## config.mk

```make
export PLATFORM = sky130hd
export DESIGN_NAME = key_combo_sequence_detector
export DESIGN_NICKNAME = d
export VERILOG_FILES = /design/src/sv/kcsd_pkg.sv /design/src/sv/key_combo_sequence_detector.sv
export SDC_FILE = /design/constraint.sdc
export NUM_CORES = 1
export LEC_CHECK = 0
export BUFFER_PORTS_ARGS = -buffer_cell sky130_fd_sc_hd__buf_4
export CORE_MARGIN = 8
export CORE_UTILIZATION = 35
export DETAILED_ROUTE_END_ITERATION = 8
export GPL_TIMING_DRIVEN = 0
export PLACE_DENSITY_LB_ADDON = 0.12
export SLEW_MARGIN = 40
export SYNTH_ARGS = -nofsm -noshare
export SYNTH_HDL_FRONTEND = slang
export SYNTH_SLANG_ARGS = --single-unit
```

## constraint.sdc

```tcl
create_clock -name clk -period 8.3 [get_ports clk]
set_clock_uncertainty 0.15 [all_clocks]
set_input_delay 1.66 -clock clk [delete_from_list [all_inputs] [get_ports clk]]
set_output_delay 1.66 -clock clk [all_outputs]
set_load 0.05 [all_outputs]
```

## src/sv/kcsd_pkg.sv

```systemverilog
// ----------------------------------------------------------------------------
// Key combination detector package
// Widths, input modes, register indexes and reset values.
// ----------------------------------------------------------------------------
`default_nettype none

package kcsd_pkg;

	localparam int KEY_W  = 10;
	localparam int RUN_W  = 4;
	localparam int WIN_W  = 16;
	localparam int CNT_W  = 7;
	localparam int TICK_W = 32;
	localparam int IDX_W  = 3;
	localparam int DATA_W = 16;

	// Kind of input item.
	typedef enum logic [1:0] {
		MODE_KEY   = 2'd0,
		MODE_TICK  = 2'd1,
		MODE_CLEAR = 2'd2,
		MODE_NONE  = 2'd3
	} mode_t;

	// Configuration register indexes.
	typedef enum logic [IDX_W-1:0] {
		REG_TRIGGER_KEY    = 3'd0,
		REG_FIRST_TAP_KEY  = 3'd1,
		REG_SECOND_TAP_KEY = 3'd2,
		REG_FIRST_RUN      = 3'd3,
		REG_SECOND_RUN     = 3'd4,
		REG_THIRD_RUN      = 3'd5,
		REG_WINDOW_TICKS   = 3'd6
	} reg_idx_t;

	// Configuration register file.
	typedef struct packed {
		logic [KEY_W-1:0] trigger_key;
		logic [KEY_W-1:0] first_tap_key;
		logic [KEY_W-1:0] second_tap_key;
		logic [RUN_W-1:0] first_run;
		logic [RUN_W-1:0] second_run;
		logic [RUN_W-1:0] third_run;
		logic [WIN_W-1:0] window_ticks;
	} cfg_t;

	localparam cfg_t CFG_RESET = '{
		trigger_key:    10'd114,
		first_tap_key:  10'd116,
		second_tap_key: 10'd115,
		first_run:      4'd9,
		second_run:     4'd5,
		third_run:      4'd3,
		window_ticks:   16'd1900
	};

endpackage

`default_nettype wire

```

## src/sv/key_combo_sequence_detector.sv

```systemverilog
// ----------------------------------------------------------------------------
// Key combination detector
// Matches a trigger press followed by three runs of key taps, rate-checked
// against a tick window, and keeps a sticky trigger flag.
// ----------------------------------------------------------------------------
// Usage:
//   The item channel (item_valid/item_stall) carries key events, time ticks
//   and clear requests. Every accepted item produces exactly one result on
//   the result channel (result_valid/result_stall): the sticky fired flag and
//   the number of pattern events matched so far.
//   An item is registered at acceptance and evaluated by a single pass of
//   logic from the input register into the result register. One item is
//   taken every cycle while the receiver does not stall; the 32-bit window
//   compare is the longest path.
//   When the receiver stalls, the result register holds; one more item can
//   wait in the input register, after which item_stall is raised.
//   Reset loads the default pattern and clears all progress, window and
//   trigger state. cfg_ready is always high; the user must write registers
//   only while no items are in flight; the block does not enforce this.
// ----------------------------------------------------------------------------
`default_nettype none

module key_combo_sequence_detector
	import kcsd_pkg::*;
(
	input  wire logic              clk,
	input  wire logic              arst_n,
	// Configuration write channel.
	input  wire logic              cfg_valid,
	output logic                   cfg_ready,
	input  wire logic [IDX_W-1:0]  cfg_index,
	input  wire logic [DATA_W-1:0] cfg_data,
	// Item channel.
	input  wire logic              item_valid,
	output logic                   item_stall,
	input  wire logic [1:0]        mode,
	input  wire logic [KEY_W-1:0]  key_code,
	input  wire logic              key_down,
	// Result channel.
	output logic                   result_valid,
	input  wire logic              result_stall,
	output logic                   fired,
	output logic [CNT_W-1:0]       progress
);

	cfg_t              cfg_q;

	logic              item_valid_s1;
	mode_t             mode_s1;
	logic [KEY_W-1:0]  key_code_s1;
	logic              key_down_s1;

	logic              result_valid_s2;
	logic              fired_s2;
	logic [CNT_W-1:0]  progress_s2;

	logic [CNT_W-1:0]  match_count_q;
	logic [TICK_W-1:0] tick_now_q;
	logic [TICK_W-1:0] window_start_q;
	logic              window_begun_q;
	logic [CNT_W-1:0]  window_count_q;
	logic              fired_latch_q;

	logic [CNT_W-1:0]  match_count_n;
	logic [TICK_W-1:0] tick_now_n;
	logic [TICK_W-1:0] window_start_n;
	logic              window_begun_n;
	logic [CNT_W-1:0]  window_count_n;
	logic              fired_latch_n;

	logic              s1_advance;
	logic [5:0]        run_sum;
	logic [5:0]        first_second_sum;
	logic [CNT_W-1:0]  pat_len;
	logic [CNT_W-1:0]  burst;
	logic              key_used;
	logic [CNT_W-1:0]  step_idx;
	logic [5:0]        tap_idx;
	logic [KEY_W-1:0]  exp_key;
	logic              exp_down;
	logic [CNT_W-1:0]  match_inc;
	logic [TICK_W-1:0] win_start_eff;
	logic [TICK_W-1:0] win_end;
	logic [TICK_W-1:0] win_diff;
	logic              win_expired;
	logic [TICK_W-1:0] win_start_next;
	logic [CNT_W-1:0]  win_count_eff;
	logic              win_pass;

	// Handshakes: the input register moves on when the result register is free.
	assign cfg_ready    = 1'b1;
	assign s1_advance   = item_valid_s1 && (!result_valid_s2 || !result_stall);
	assign item_stall   = item_valid_s1 && !s1_advance;
	assign result_valid = result_valid_s2;
	assign fired        = fired_s2;
	assign progress     = progress_s2;

	// Configuration registers.
	always_ff @(posedge clk or negedge arst_n) begin
		if (!arst_n) begin
			cfg_q <= CFG_RESET;
		end else if (cfg_valid && cfg_ready) begin
			unique case (reg_idx_t'(cfg_index))
				REG_TRIGGER_KEY:    cfg_q.trigger_key    <= cfg_data[KEY_W-1:0];
				REG_FIRST_TAP_KEY:  cfg_q.first_tap_key  <= cfg_data[KEY_W-1:0];
				REG_SECOND_TAP_KEY: cfg_q.second_tap_key <= cfg_data[KEY_W-1:0];
				REG_FIRST_RUN:      cfg_q.first_run      <= cfg_data[RUN_W-1:0];
				REG_SECOND_RUN:     cfg_q.second_run     <= cfg_data[RUN_W-1:0];
				REG_THIRD_RUN:      cfg_q.third_run      <= cfg_data[RUN_W-1:0];
				REG_WINDOW_TICKS:   cfg_q.window_ticks   <= cfg_data[WIN_W-1:0];
				default: begin
				end
			endcase
		end
	end

	// Input register.
	always_ff @(posedge clk or negedge arst_n) begin
		if (!arst_n) begin
			item_valid_s1 <= 1'b0;
		end else if (!item_stall) begin
			item_valid_s1 <= item_valid;
		end
	end

	always_ff @(posedge clk) begin
		if (item_valid && !item_stall) begin
			mode_s1     <= mode_t'(mode);
			key_code_s1 <= key_code;
			key_down_s1 <= key_down;
		end
	end

	// Pattern geometry and the event expected at the current position.
	assign run_sum          = 6'({2'b0, cfg_q.first_run}) + 6'({2'b0, cfg_q.second_run})
	                        + 6'({2'b0, cfg_q.third_run});
	assign first_second_sum = 6'({2'b0, cfg_q.first_run}) + 6'({2'b0, cfg_q.second_run});
	assign burst            = {run_sum, 1'b0};
	assign pat_len          = burst + 7'd1;
	assign key_used         = (key_code_s1 == cfg_q.trigger_key)
	                        || (key_code_s1 == cfg_q.first_tap_key
	                            && (cfg_q.first_run != '0 || cfg_q.third_run != '0))
	                        || (key_code_s1 == cfg_q.second_tap_key
	                            && cfg_q.second_run != '0);
	assign step_idx         = match_count_q - 7'd1;
	assign tap_idx          = step_idx[CNT_W-1:1];
	assign exp_down         = (match_count_q == '0) ? 1'b1 : !step_idx[0];
	assign match_inc        = match_count_q + 7'd1;

	always_comb begin
		if (match_count_q == '0) begin
			exp_key = cfg_q.trigger_key;
		end else if (tap_idx < {2'b0, cfg_q.first_run}) begin
			exp_key = cfg_q.first_tap_key;
		end else if (tap_idx < first_second_sum) begin
			exp_key = cfg_q.second_tap_key;
		end else begin
			exp_key = cfg_q.first_tap_key;
		end
	end

	// Rate window: restart when the tick count has passed the window end.
	assign win_start_eff  = window_begun_q ? window_start_q : tick_now_q;
	assign win_end        = win_start_eff + {16'b0, cfg_q.window_ticks};
	assign win_diff       = tick_now_q - win_end;
	assign win_expired    = (win_diff != '0) && !win_diff[TICK_W-1];
	assign win_start_next = win_expired ? tick_now_q : win_start_eff;
	assign win_count_eff  = win_expired ? '0 : window_count_q;
	assign win_pass       = (burst != '0) && (burst > win_count_eff);

	// Next state for the item in the input register.
	always_comb begin
		match_count_n  = match_count_q;
		tick_now_n     = tick_now_q;
		window_start_n = window_start_q;
		window_begun_n = window_begun_q;
		window_count_n = window_count_q;
		fired_latch_n  = fired_latch_q;
		case (mode_s1)
			MODE_KEY: begin
				if (key_used) begin
					if (match_count_q >= pat_len) begin
						match_count_n = '0;
					end else if (key_code_s1 != exp_key || key_down_s1 != exp_down) begin
						match_count_n = '0;
					end else begin
						match_count_n = match_inc;
						if (cfg_q.window_ticks == '0) begin
							if (match_inc == pat_len) begin
								fired_latch_n = 1'b1;
							end
						end else begin
							window_begun_n = 1'b1;
							window_start_n = win_start_next;
							if (win_pass) begin
								window_count_n = win_count_eff + 7'd1;
							end else begin
								window_count_n = win_count_eff;
								if (match_inc == pat_len) begin
									fired_latch_n = 1'b1;
								end else begin
									match_count_n = '0;
								end
							end
						end
					end
				end
			end
			MODE_TICK: begin
				tick_now_n = tick_now_q + 32'd1;
			end
			MODE_CLEAR: begin
				match_count_n = '0;
			end
			default: begin
			end
		endcase
	end

	// Detector state.
	always_ff @(posedge clk or negedge arst_n) begin
		if (!arst_n) begin
			match_count_q  <= '0;
			tick_now_q     <= '0;
			window_start_q <= '0;
			window_begun_q <= 1'b0;
			window_count_q <= '0;
			fired_latch_q  <= 1'b0;
		end else if (s1_advance) begin
			match_count_q  <= match_count_n;
			tick_now_q     <= tick_now_n;
			window_start_q <= window_start_n;
			window_begun_q <= window_begun_n;
			window_count_q <= window_count_n;
			fired_latch_q  <= fired_latch_n;
		end
	end

	// Result register: loads a new result, holds while stalled.
	always_ff @(posedge clk or negedge arst_n) begin
		if (!arst_n) begin
			result_valid_s2 <= 1'b0;
			fired_s2        <= 1'b0;
			progress_s2     <= '0;
		end else if (s1_advance) begin
			result_valid_s2 <= 1'b1;
			fired_s2        <= fired_latch_n;
			progress_s2     <= match_count_n;
		end else if (!result_stall) begin
			result_valid_s2 <= 1'b0;
		end
	end

endmodule

`default_nettype wire

```

==> flow_summary.yaml <==
setup_path:
  cp-startpoint: "window_begun_q$_DFFE_PN0P_"
  worstPathRequired_ns: 8.47
  crit_path_max_incr_delay_ns: 0.61
  crit_path_end_kind: "flop"
  cp-start-kind: "flop"
  rr_startpoint: "window_begun_q$_DFFE_PN0P_"
  cp.arrival_ns: 7.77
  cp_slowest_cell: "dfrtp_1"
  path_class: "reg2reg"
  cp_max_fo: 10
clocking:
  cts_sinks: 153
  cts.hold.buffers_added: 0
  clk_latency_ns: 0.44
  htree_levels: 4
  cts_max_path_buffers: 2
  cts_tree: "yes"
  clk_pin_slew_ns: 0.07
  cts-root-buf: "clkbuf_16"
  post_cts_resized: 0
  cts_buffers: 17
  postCtsSetupRepairBufs: 0
synth:
  yosys_warnings: 0
  synth-main-ff-cell: "dfrtp_1"
  synth-seq-area-share_pct: 35.2
  synth_compound_gate_area_share_pct: 13.6
  yosys.area.top_type: "dfrtp_1"
  synth-seq-cells: 153
  synth_nets: 1316
  yosys.area.top_type_share_pct: 25.6
  yosys.area_share.simple_pct: 15.3
  ys_types: 78
  async_flop_share_pct: 91.5
  synth_edf_count: 13
  syn_avg_cell_area_sq_um: 9.44
  synth_adder_area_share_pct: 12.2
  post_synth_mux_area_share_pct: 9.86
  synth_area_sq_um: 11100
  synth_top_family_by_area: "simple AND/OR/NAND/NOR gates"
  syn_inst: 1181
  synth_xor_area_share_pct: 7.70
  ys_top_cells_by_area: "dfrtp_1 26%, ha_1 9.0%, mux2_2 8.8%"
placement:
  hpwl_mm: 21.3
  port_buffers: 45
  gp_congestion: 0.820
cells_and_area:
  final_cell_mix: "134 x inv_1, 114 x dfrtp_1, 113 x nand2_1, 87 x mux2_2, 80 x ha_1"
  layout_commonest_cell: "inv_1"
  drive_above_1_share_pct: 18.4
  n_antenna_cell: 0
  layout.nets: 1382
  fillCellCount: 3106
  syn_to_final_growth_pct: 13.6
  final_util_pct: 40.3
global_routing:
  grt_pass1_wl_mm: 46.4
  grt_pass1_vias: 8681
  antenna_found_initial: 1
  grt_max_degree: 71
  gr-usage-all-layers_pct: 15.0
  grt-ovfl-total: 0
timing:
  setup_viol: 0
  drv_slew: 0
  fin_crit_ns: 7.60
  fin_tns_setup_ns: 0
  slew_headroom_pct: 45.8
  worst_slew_pin_slew_ns: 0.805
  rsz0062_at_grt: "false"
  period_share_pct: 91.6
  max_freq_mhz: 132
  hold_viol: 0
drt:
  vias: 8467
  wl_per_cell_um: 16.4
  antenna_left: 0
  drt-initial-drc-count: 416
  drt_pass1_iterations: 5
  drc: 0
  vias_per_cell: 5.09
  wl_mm: 27.2
power_and_ir_drop:
  power_density_nw_per_um2: 251
  leakage_nw: 5.63
  irDropWorstVdd_v: 0.000158
job:
  max_cap_violations: 0
floorplanning:
  die_w_um: 194
  core_sq_um: 31500
  rows: 65
  die_h_um: 194
  ios: 48
  initial_core_util_pct: 35.4
  fp.dieArea_sq_um: 37800
run_status:
  status: "complete, no violations"
hold_path:
  hold_class: "reg2reg"
  hp-start: "fired$_DFFE_PN0P_"
==> area by class of cell <==
| cell class | count | area, sq um | share of cell area [%] |
|---|---|---|---|
| multi-input combinational | 856 | 6580 | 51.9 |
| timing repair buffer | 48 | 408 | 3.22 |
| inverter | 134 | 503 | 3.97 |
| clock inverter | 14 | 149 | 1.18 |
| clock buffer | 18 | 429 | 3.39 |
| sequential | 153 | 3930 | 31.0 |
| buffer | 37 | 170 | 1.34 |
| tap | 402 | 503 | 3.97 |
==> where the power goes <==
part / switching (W) / leakage, nW / internal (W)
clock: 0.000373 / 0.282 / 0.000403
sequential: 0.0000943 / 1.86 / 0.000854
combinational: 0.000835 / 3.49 / 0.000616
==> cell usage after synthesis, types with 26 or more instances <==
| cell type | count |
|---|---|
| xor2_1 | 32 |
| xnor2_1 | 66 |
| nor2_1 | 39 |
| dfstp_2 | 26 |
| mux2_2 | 87 |
| dfrtp_1 | 114 |
| o21ai_0 | 79 |
| clkbuf_1 | 27 |
| nand2_1 | 113 |
| inv_1 | 134 |
| ha_1 | 80 |
| nand3_1 | 31 |
| a21oi_1 | 53 |
==> critical path: cells and delay by family (launching register included) <==
kind / cells / cell delay [ns]
AO/OA/AOI/OAI: 11 / 3.02
AND/OR/NAND/NOR: 9 / 1.49
adder cells (fa/ha/maj): 4 / 1.22
buffers and inverters: 3 / 0.73
flip-flops: 1 / 0.61
multiplexers: 1 / 0.26
==> metrics by stage <==
step | hold slack [ns] | instances | total power (W) | cell area (sq um) | worst slack [ns]
5_1_grt | 0.341 | 1662 | 0.00345 | 12700 | 0.128
3_3_place_gp | 0.317 | 1628 | 0.00239 | 12000 | 0.164
6_report | 0.321 | 1662 | 0.00318 | 12700 | 0.700
2_1_floorplan | 0.307 | 1181 | 0.00205 | 11100 | 1.63
3_5_place_dp | 0.322 | 1631 | 0.00240 | 12100 | 0.168
4_1_cts | 0.336 | 1663 | 0.00321 | 12700 | 0.132
==> registers in the layout, summed over array words and instances (netlist names), 2 cells and up <==
| register | count |
|---|---|
| window_count_q | 7 |
| progress | 7 |
| key_code_s1 | 10 |
| cfg_q | 58 |
| tick_now_q | 32 |
| mode_s1 | 2 |
| window_start_q | 32 |
==> final timing paths <==
check                                              to  cells after the start  slack [ns]
max in group asynchronous       cfg_q[24]$_DFFE_PN1P_                      2        6.47
min reg2reg                         fired$_DFFE_PN0P_                      1        0.32
min                                 fired$_DFFE_PN0P_                      1        0.32
max                           progress[4]$_DFFE_PN0P_                     28        0.70
max reg2reg                   progress[4]$_DFFE_PN0P_                     28        0.70
min in group asynchronous  tick_now_q[11]$_DFFE_PN0P_                      1        0.89
==> kinds of logic (layout without fill, tap and decap cells) <==
kind of cell    count (synthesis)  count (layout)
xor+xnor                       98              98
other cells                     1               1
buf+inv                       172             251
flops                         153             153
compound gates                232             232
fa+ha+maj                      98              98
simple gates                  328             328
mux                            99              99
==> routing by layer <==
metal,wire [um],GRT usage (%)
met5,13,0
met4,427,4.24
met3,689,2.49
met2,12300,23.6
met1,13800,20.9
(Power assumes the default switching activity.)
